[config.mk]
export PLATFORM = sky130hd
export DESIGN_NAME = mixed_fraction_alu_top
export DESIGN_NICKNAME = d
export VERILOG_FILES = /design/src/design/mfa_pkg.sv /design/src/design/mfa_mul.sv /design/src/design/mfa_div.sv /design/src/design/mixed_fraction_alu_top.sv
export SDC_FILE = /design/constraint.sdc
export NUM_CORES = 2
export LEC_CHECK = 0
export BUFFER_PORTS_ARGS = -buffer_cell sky130_fd_sc_hd__buf_4
export CAP_MARGIN = 10
export CORE_ASPECT_RATIO = 1.2
export CORE_MARGIN = 5
export CORE_UTILIZATION = 35
export CTS_CLUSTER_DIAMETER = 60
export DETAILED_ROUTE_END_ITERATION = 10
export PLACE_DENSITY_LB_ADDON = 0.3
export SLEW_MARGIN = 20
export SYNTH_ARGS = -nofsm -noshare
export SYNTH_HDL_FRONTEND = slang
export SYNTH_HIERARCHICAL = 1
export SYNTH_SLANG_ARGS = --single-unit
[constraint.sdc]
create_clock -name clk -period 12.7 [get_ports clk]
set_input_delay 2.54 -clock clk [delete_from_list [all_inputs] [get_ports clk]]
set_output_delay 2.54 -clock clk [all_outputs]
set_load 0.02 [all_outputs]
[src/design/mfa_pkg.sv]
// Package: shared widths, opcodes and divider request/answer types for the mixed fraction ALU.
`timescale 1ns / 1ps
`default_nettype none
package mfa_pkg;
	localparam int OPERAND_BITS = 16;
	localparam int IN_W = 16;
	localparam int IMP_W = 2 * OPERAND_BITS;
	localparam int MAG_W = 2 * IMP_W + 1;
	localparam int WHOLE_W = 50;
	localparam int FRAC_W = 32;
	localparam int CNT_W = $clog2(MAG_W + 1);

	localparam logic [1:0] OP_ADD = 2'd0;
	localparam logic [1:0] OP_SUB = 2'd1;
	localparam logic [1:0] OP_MUL = 2'd2;
	localparam logic [1:0] OP_DIV = 2'd3;

	typedef logic [MAG_W-1:0] mag_t;

	// Request to and answer from the shared divider.
	typedef struct packed {
		logic go;
		mag_t num;
		mag_t den;
	} div_req_t;

	typedef struct packed {
		logic done;
		mag_t quo;
		mag_t rem;
	} div_rsp_t;
endpackage
`default_nettype wire

[src/design/mfa_mul.sv]
// Multiplier for the operand products: one 32 x 32 product, registered.
`timescale 1ns / 1ps
`default_nettype none
module mfa_mul (
	input  wire logic                       clk,
	input  wire logic [mfa_pkg::IMP_W-1:0]  x,
	input  wire logic [mfa_pkg::IMP_W-1:0]  y,
	output logic [2*mfa_pkg::IMP_W-1:0]     p
);
	import mfa_pkg::*;

	// Product register.
	always_ff @(posedge clk) begin
		p <= x * y;
	end
endmodule
`default_nettype wire

[src/design/mfa_div.sv]
// Shared restoring divider: one quotient bit per cycle while busy.
`timescale 1ns / 1ps
`default_nettype none
module mfa_div (
	input  wire logic               clk,
	input  wire logic               arst_n,
	input  wire mfa_pkg::div_req_t  req,
	output mfa_pkg::div_rsp_t       rsp
);
	import mfa_pkg::*;

	logic [MAG_W-1:0] num_q, den_q, rem_q;
	logic [CNT_W-1:0] cnt_q;
	logic busy_q, done_q;
	logic [MAG_W:0] trial;
	logic [MAG_W:0] shifted;

	// One shift and trial subtract per step.
	assign shifted = {rem_q, num_q[MAG_W-1]};
	assign trial = shifted - {1'b0, den_q};

	always_ff @(posedge clk or negedge arst_n) begin
		if (!arst_n) begin
			busy_q <= 1'b0;
			done_q <= 1'b0;
			cnt_q <= '0;
		end else begin
			done_q <= 1'b0;
			if (req.go) begin
				busy_q <= 1'b1;
				cnt_q <= CNT_W'(MAG_W);
			end else if (busy_q) begin
				cnt_q <= cnt_q - 1'b1;
				if (cnt_q == CNT_W'(1)) begin
					busy_q <= 1'b0;
					done_q <= 1'b1;
				end
			end
		end
	end

	// Datapath registers.
	always_ff @(posedge clk) begin
		if (req.go) begin
			num_q <= req.num;
			den_q <= req.den;
			rem_q <= '0;
		end else if (busy_q) begin
			if (!trial[MAG_W]) begin
				rem_q <= trial[MAG_W-1:0];
				num_q <= {num_q[MAG_W-2:0], 1'b1};
			end else begin
				rem_q <= shifted[MAG_W-1:0];
				num_q <= {num_q[MAG_W-2:0], 1'b0};
			end
		end
	end

	assign rsp.done = done_q;
	assign rsp.quo = num_q;
	assign rsp.rem = rem_q;
endmodule
`default_nettype wire

[src/design/mixed_fraction_alu_top.sv]
// Top level: sequencer around a shared multiplier and a shared divider.
//
// Channel  Direction  Handshake         Payload
// command  in         start & !busy     opcode, a_*, b_*
// result   out        done (one cycle)  res_negative, res_whole, res_num, res_den, error
//
// After acceptance an item forms the operands and products in the steps IMP1, IMP2,
// P1, P2, P3 and COMB. Each pass of the shared divider takes 65 steps.
// A nonzero result takes one pass per GCD remainder step, two to reduce and one for
// the whole part, then the output step. A zero result takes only the whole-part pass,
// and an error is reported from COMB without a divider pass.
// busy is high from acceptance until the cycle that done is high.
// Reset clears the sequencer; results cannot be stalled.
`timescale 1ns / 1ps
`default_nettype none
module mixed_fraction_alu_top (
	input  wire logic                          clk,
	input  wire logic                          arst_n,
	input  wire logic                          start,
	output logic                               busy,
	input  wire logic [1:0]                    opcode,
	input  wire logic                          a_negative,
	input  wire logic [mfa_pkg::IN_W-1:0]      a_whole,
	input  wire logic [mfa_pkg::IN_W-1:0]      a_num,
	input  wire logic [mfa_pkg::IN_W-1:0]      a_den,
	input  wire logic                          b_negative,
	input  wire logic [mfa_pkg::IN_W-1:0]      b_whole,
	input  wire logic [mfa_pkg::IN_W-1:0]      b_num,
	input  wire logic [mfa_pkg::IN_W-1:0]      b_den,
	output logic                               done,
	output logic                               res_negative,
	output logic [mfa_pkg::WHOLE_W-1:0]        res_whole,
	output logic [mfa_pkg::FRAC_W-1:0]         res_num,
	output logic [mfa_pkg::FRAC_W-1:0]         res_den,
	output logic                               error
);
	import mfa_pkg::*;

	localparam logic [3:0] S_IDLE = 4'd0;
	localparam logic [3:0] S_IMP1 = 4'd1;
	localparam logic [3:0] S_IMP2 = 4'd2;
	localparam logic [3:0] S_P1   = 4'd3;
	localparam logic [3:0] S_P2   = 4'd4;
	localparam logic [3:0] S_P3   = 4'd5;
	localparam logic [3:0] S_COMB = 4'd6;
	localparam logic [3:0] S_GCD  = 4'd7;
	localparam logic [3:0] S_RED1 = 4'd8;
	localparam logic [3:0] S_RED2 = 4'd9;
	localparam logic [3:0] S_WHL  = 4'd10;
	localparam logic [3:0] S_OUT  = 4'd11;
	localparam logic [3:0] S_WAIT = 4'd12;

	logic [3:0] state_q, ret_q;
	logic [1:0] op_q;
	logic sa_q, sb_q, neg_q;
	logic [OPERAND_BITS-1:0] aw_q, an_q, ad_q, bw_q, bn_q, bd_q;
	logic [IMP_W-1:0] n1_q, n2_q;
	logic [IMP_W-1:0] mx, my;
	logic [2*IMP_W-1:0] prod;
	mag_t x_q, y_q, den_q, mag_q, ga_q, gb_q;
	div_req_t dreq;
	div_rsp_t drsp;
	logic sy;

	mfa_mul u_mul (.clk(clk), .x(mx), .y(my), .p(prod));
	mfa_div u_div (.clk(clk), .arst_n(arst_n), .req(dreq), .rsp(drsp));

	// Multiplier operand selection by step.
	always_comb begin
		mx = '0;
		my = '0;
		case (state_q)
			S_IMP1: begin
				mx = IMP_W'(aw_q);
				my = IMP_W'(ad_q);
			end
			S_IMP2: begin
				mx = IMP_W'(bw_q);
				my = IMP_W'(bd_q);
			end
			S_P1: begin
				mx = n1_q;
				my = IMP_W'(bd_q);
			end
			S_P2: begin
				mx = n2_q;
				my = (op_q == OP_MUL) ? n1_q : IMP_W'(ad_q);
			end
			S_P3: begin
				mx = IMP_W'(ad_q);
				my = (op_q == OP_DIV) ? n2_q : IMP_W'(bd_q);
			end
			default: begin
				mx = '0;
				my = '0;
			end
		endcase
	end

	assign sy = (op_q == OP_SUB) ? !sb_q : sb_q;
	assign busy = (state_q != S_IDLE);

	// Sequencer and datapath.
	always_ff @(posedge clk or negedge arst_n) begin
		if (!arst_n) begin
			state_q <= S_IDLE;
			ret_q <= S_IDLE;
			done <= 1'b0;
			dreq.go <= 1'b0;
		end else begin
			done <= 1'b0;
			dreq.go <= 1'b0;
			case (state_q)
				S_IDLE: begin
					if (start) begin
						state_q <= S_IMP1;
						op_q <= opcode;
						sa_q <= a_negative;
						sb_q <= b_negative;
						aw_q <= a_whole[OPERAND_BITS-1:0];
						an_q <= a_num[OPERAND_BITS-1:0];
						ad_q <= a_den[OPERAND_BITS-1:0];
						bw_q <= b_whole[OPERAND_BITS-1:0];
						bn_q <= b_num[OPERAND_BITS-1:0];
						bd_q <= b_den[OPERAND_BITS-1:0];
					end
				end
				S_IMP1: state_q <= S_IMP2;
				S_IMP2: begin
					n1_q <= prod[IMP_W-1:0] + IMP_W'(an_q);
					state_q <= S_P1;
				end
				S_P1: begin
					n2_q <= prod[IMP_W-1:0] + IMP_W'(bn_q);
					state_q <= S_P2;
				end
				S_P2: begin
					x_q <= MAG_W'(prod);
					state_q <= S_P3;
				end
				S_P3: begin
					y_q <= MAG_W'(prod);
					state_q <= S_COMB;
				end
				S_COMB: begin
					den_q <= MAG_W'(prod);
					if (ad_q == '0 || bd_q == '0 || (op_q == OP_DIV && n2_q == '0)) begin
						done <= 1'b1;
						error <= 1'b1;
						res_negative <= 1'b0;
						res_whole <= '0;
						res_num <= '0;
						res_den <= '0;
						state_q <= S_IDLE;
					end else begin
						if (op_q == OP_MUL || op_q == OP_DIV) begin
							mag_q <= (op_q == OP_MUL) ? y_q : x_q;
							neg_q <= sa_q ^ sb_q;
						end else if (sa_q == sy) begin
							mag_q <= x_q + y_q;
							neg_q <= sa_q;
						end else if (x_q >= y_q) begin
							mag_q <= x_q - y_q;
							neg_q <= sa_q;
						end else begin
							mag_q <= y_q - x_q;
							neg_q <= sy;
						end
						state_q <= S_GCD;
					end
					ga_q <= '0;
					gb_q <= MAG_W'(prod);
				end
				S_GCD: begin
					// First entry seeds a = mag, or for a zero mag goes straight to the whole part; then one remainder per pass.
					if (ga_q == '0) begin
						if (mag_q == '0) begin
							neg_q <= 1'b0;
							ga_q <= MAG_W'(1);
							dreq.go <= 1'b1;
							dreq.num <= mag_q;
							dreq.den <= den_q;
							ret_q <= S_WHL;
							state_q <= S_WAIT;
						end else begin
							ga_q <= mag_q;
						end
					end else if (gb_q == '0) begin
						dreq.go <= 1'b1;
						dreq.num <= mag_q;
						dreq.den <= ga_q;
						ret_q <= S_RED1;
						state_q <= S_WAIT;
					end else begin
						dreq.go <= 1'b1;
						dreq.num <= ga_q;
						dreq.den <= gb_q;
						ret_q <= S_GCD;
						state_q <= S_WAIT;
					end
				end
				S_WAIT: begin
					if (drsp.done) begin
						case (ret_q)
							S_GCD: begin
								ga_q <= gb_q;
								gb_q <= drsp.rem;
								state_q <= S_GCD;
							end
							S_RED1: begin
								mag_q <= drsp.quo;
								dreq.go <= 1'b1;
								dreq.num <= den_q;
								dreq.den <= ga_q;
								ret_q <= S_RED2;
							end
							S_RED2: begin
								den_q <= drsp.quo;
								dreq.go <= 1'b1;
								dreq.num <= mag_q;
								dreq.den <= drsp.quo;
								ret_q <= S_WHL;
							end
							default: begin
								state_q <= S_OUT;
								x_q <= drsp.quo;
								y_q <= drsp.rem;
							end
						endcase
					end
				end
				S_OUT: begin
					done <= 1'b1;
					state_q <= S_IDLE;
					if (den_q[MAG_W-1:FRAC_W] != '0 || x_q[MAG_W-1:WHOLE_W] != '0) begin
						error <= 1'b1;
						res_negative <= 1'b0;
						res_whole <= '0;
						res_num <= '0;
						res_den <= '0;
					end else begin
						error <= 1'b0;
						res_negative <= neg_q;
						res_whole <= x_q[WHOLE_W-1:0];
						res_num <= y_q[FRAC_W-1:0];
						res_den <= den_q[FRAC_W-1:0];
					end
				end
				default: state_q <= S_IDLE;
			endcase
		end
	end

	// A result never appears while the sequencer is busy.
	assert property (@(posedge clk) disable iff (!arst_n) done |-> !busy)
		else $error("result strobe while busy");
	// An accepted item always leaves the idle state next cycle.
	assert property (@(posedge clk) disable iff (!arst_n) (start && !busy) |=> busy)
		else $error("accepted item did not start");
	// A negative result is never flagged with an error.
	assert property (@(posedge clk) disable iff (!arst_n) (done && error) |-> !res_negative)
		else $error("error result carries a sign");
endmodule
`default_nettype wire
==> metrics.md <==
| Metric | Value |
|---|---|
| Chip height | 582 um |
| Synth Cell Area | 0.0955 sq mm |
| RSZ-0062 raised after global routing | false |
| Max Fclk | 92.4 MHz |
| Clock Path Buffers | 4 |
| Post-layout min period | 10.82 ns |
| First-pass GRT wire length | 531000 um |
| Setup Crit Path Kind | reg2reg |
| Final Cycle Share | 85.2% |
| Die area | 0.284 sq mm |
| Vias/cell | 5.64 |
| Cts hold-fix bufs | 0 |
| Ys Warns | 6 |
| Routed vias | 76200 |
| # setup viols final | 0 |
| Share of layout cells above drive strength 1 | 7.83% |
| CTS root buf | clkbuf_16 |
| ANT nets after route | 0 |
| Initial antenna violation count | 10 |
| CTS tree | done |
| Clk slew on worst S/H paths | 0.06 ns |
| Largest net degree at the start of global routing | 115 |
| Cell count along the critical path | 32 |
| Most common cell after layout, fill and taps aside | inv_1 |
| Placer Congestion | 0.973 |
| Most used cell, CP | fa_1 |
| Most frequent cells in the layout | inv_1 (1244), nand2_1 (1196), edfxtp_1 (931) |
| Area leader, netlist | edfxtp_1 |
| Clk sinks | 1079 |
| Starting Density | 35.1% |
| WL/cell | 26.8 um |
| CP max-delay cell | nand2_1 |
| Max Cap Viol | 0 |
| Fillers | 27100 |
| Drt initial violations | 7564 |
| Hold Crit Class | reg2reg |
| Die Wd | 487 um |
| Worst Setup End Kind | flip-flop |
| WHS Path Cells | 0 |
| Worst rel slew slack | 23.8% |
| All-Layer GR Usage | 24.9% |
| WP data required | 13.36 ns |
| Inserted Clock Buffers | 145 |
| Nets | 11400 |
| Main synth FF type | edfxtp_1 |
| Setup Buffers After CTS | 0 |
| H-tree level count | 4 |
| Dpl cells | 13300 |
| Endpoints failing hold | 0 |
| Max stage delay on crit path | 0.84 ns |
| Boundary pin count | 221 |
| P&R area growth vs syn | 10.1% |
| Run status | completed |
| EDFF count, synth | 931 |
| Final worst slack | 1.88 ns |
| Critical Path AT | 11.48 ns |
| Port Buf Inserts | 220 |
| Synthesized net count | 11400 |
| PostCTS Resize Cnt | 0 |
| Worst-Margin Slew | 1.14 ns |
| DRT Wirelength | 362000 um |
| Final slew viol count | 0 |
| Flops & latches, synth | 1079 |
| R2R Setup Slk | 1.88 ns |
| Placed Area | 0.101 sq mm |
| Cells after Synth | 9883 |
| Number of cell rows | 210 |
| Fin area | 0.105 sq mm |
| Sum of buffers and inverters on the critical path | 9 |
| Non-Filler Instances | 13500 |
| Setup Total Neg Slack | 0 ns |
| R2R cell count | 32 |
| TritonRoute pass-1 iters | 9 |
| CP Launch Type | flip-flop |
| Top cells by area, synth | edfxtp_1 (29%), fa_1 (19%), ha_1 (7.3%), inv_1 (4.9%), nand2_1 (4.7%) |
| Top-area cell type share of the netlist area | 29.3% |
| Global route total overflow | 0 |
| Skew-Pair Late Insertion Delay | 0.86 ns |
| Final Skew | 0.100 ns |
| Post-synth cell types | 115 |
| DP HPWL | 280000 um |
| Residual DRC count | 0 |
| Post-Synthesis Mean Instance Area | 9.67 sq um |
| Pre-CTS setup slack | 2.01 ns |
| Post-synthesis sequential area ratio | 32.5% |
| Critical path fanouts, max | 32 |
| Core area | 0.272 sq mm |
| Vias in the first global route | 78300 |
| Crit path max-delay family | adder cells |
| Async set-or-reset flop fraction in the synthesized netlist | 1.76% |
-- final cells by class --
class / instances / area (sq um) / share of cell area, %
Inverter: 1248 / 4690 / 4.45
Antenna cell: 7 / 17.5 / 0.0166
Clock buffer: 174 / 3820 / 3.63
Multi-Input combinational cell: 6983 / 57700 / 54.9
Timing Repair Buffer: 350 / 2650 / 2.52
Clock inverter: 81 / 756 / 0.718
Tap cell: 3604 / 4510 / 4.29
Sequential cell: 1079 / 31000 / 29.5
-- worst paths after layout --
check | startpoint | endpoint
max | state_q[3] | u_mul/p[48]
min | dreq[3] | u_div/den_q[3]
max reg2reg | state_q[3] | u_mul/p[48]
min reg2reg | dreq[3] | u_div/den_q[3]
max in group asynchronous | arst_n | ret_q[0]
min in group asynchronous | arst_n | u_div/done_q
-- routing by layer --
| metal | global-route usage, % | vias to the layer above | wire [um] |
|---|---|---|---|
| met5 | 0 | - | 39 |
| met1 | 32.8 | 38700 | 148000 |
| met4 | 9.86 | 6 | 16900 |
| met3 | 4.39 | 631 | 28300 |
| li1 | - | 33500 | - |
| met2 | 40.8 | 3398 | 169000 |
-- flip-flops by register name, indices dropped and copies added (netlist names), 64 cells and up --
name / flops
den_q: 65
dreq: 131
ga_q: 65
gb_q: 65
mag_q: 65
u_div/den_q: 65
u_div/num_q: 65
u_div/rem_q: 65
u_mul/p: 64
x_q: 65
y_q: 65
-- cells in the mapped netlist (125+ instances only) --
cell / n
a21oi_1: 643
and2_1: 642
clkbuf_1: 479
dfxtp_1: 129
edfxtp_1: 931
fa_1: 902
ha_1: 555
inv_1: 1246
mux2i_1: 196
nand2_1: 1202
nand4_1: 125
nor2_1: 522
o21ai_0: 271
o22ai_1: 146
xnor2_1: 163
-- logic make-up after synthesis --
group / share of synthesized area [%]
xor gates and xnor gates: 2.09
and+or+nand+nor: 15.1
adders and majority gates: 26.2
DFF: 32.5
AOI/OAI and AO/OA: 13.8
buffers and inverters: 7.35
muxes: 2.99
-- worst register-to-register path, delay by kind of cell (launching register included) --
family,cells,cell delay (ns)
DFF,1,0.59
buffers and inverters,9,1.07
AOI/OAI and AO/OA,7,2.09
and+or+nand+nor,6,2.40
xor gates and xnor gates,1,0.14
adders and majority gates,9,4.35
-- stage by stage --
stage / hold WS (ns) / util (%)
3_3_place_gp: 0.401 / 37.0
6_report: 0.385 / 38.7
3_5_place_dp: 0.405 / 37.0
4_1_cts: 0.383 / 38.6
5_1_grt: 0.398 / 38.6
2_1_floorplan: 0.400 / -
Power is not shown: default switching activity piles up to over one toggle a cycle in this logic, so the estimate is an artifact.
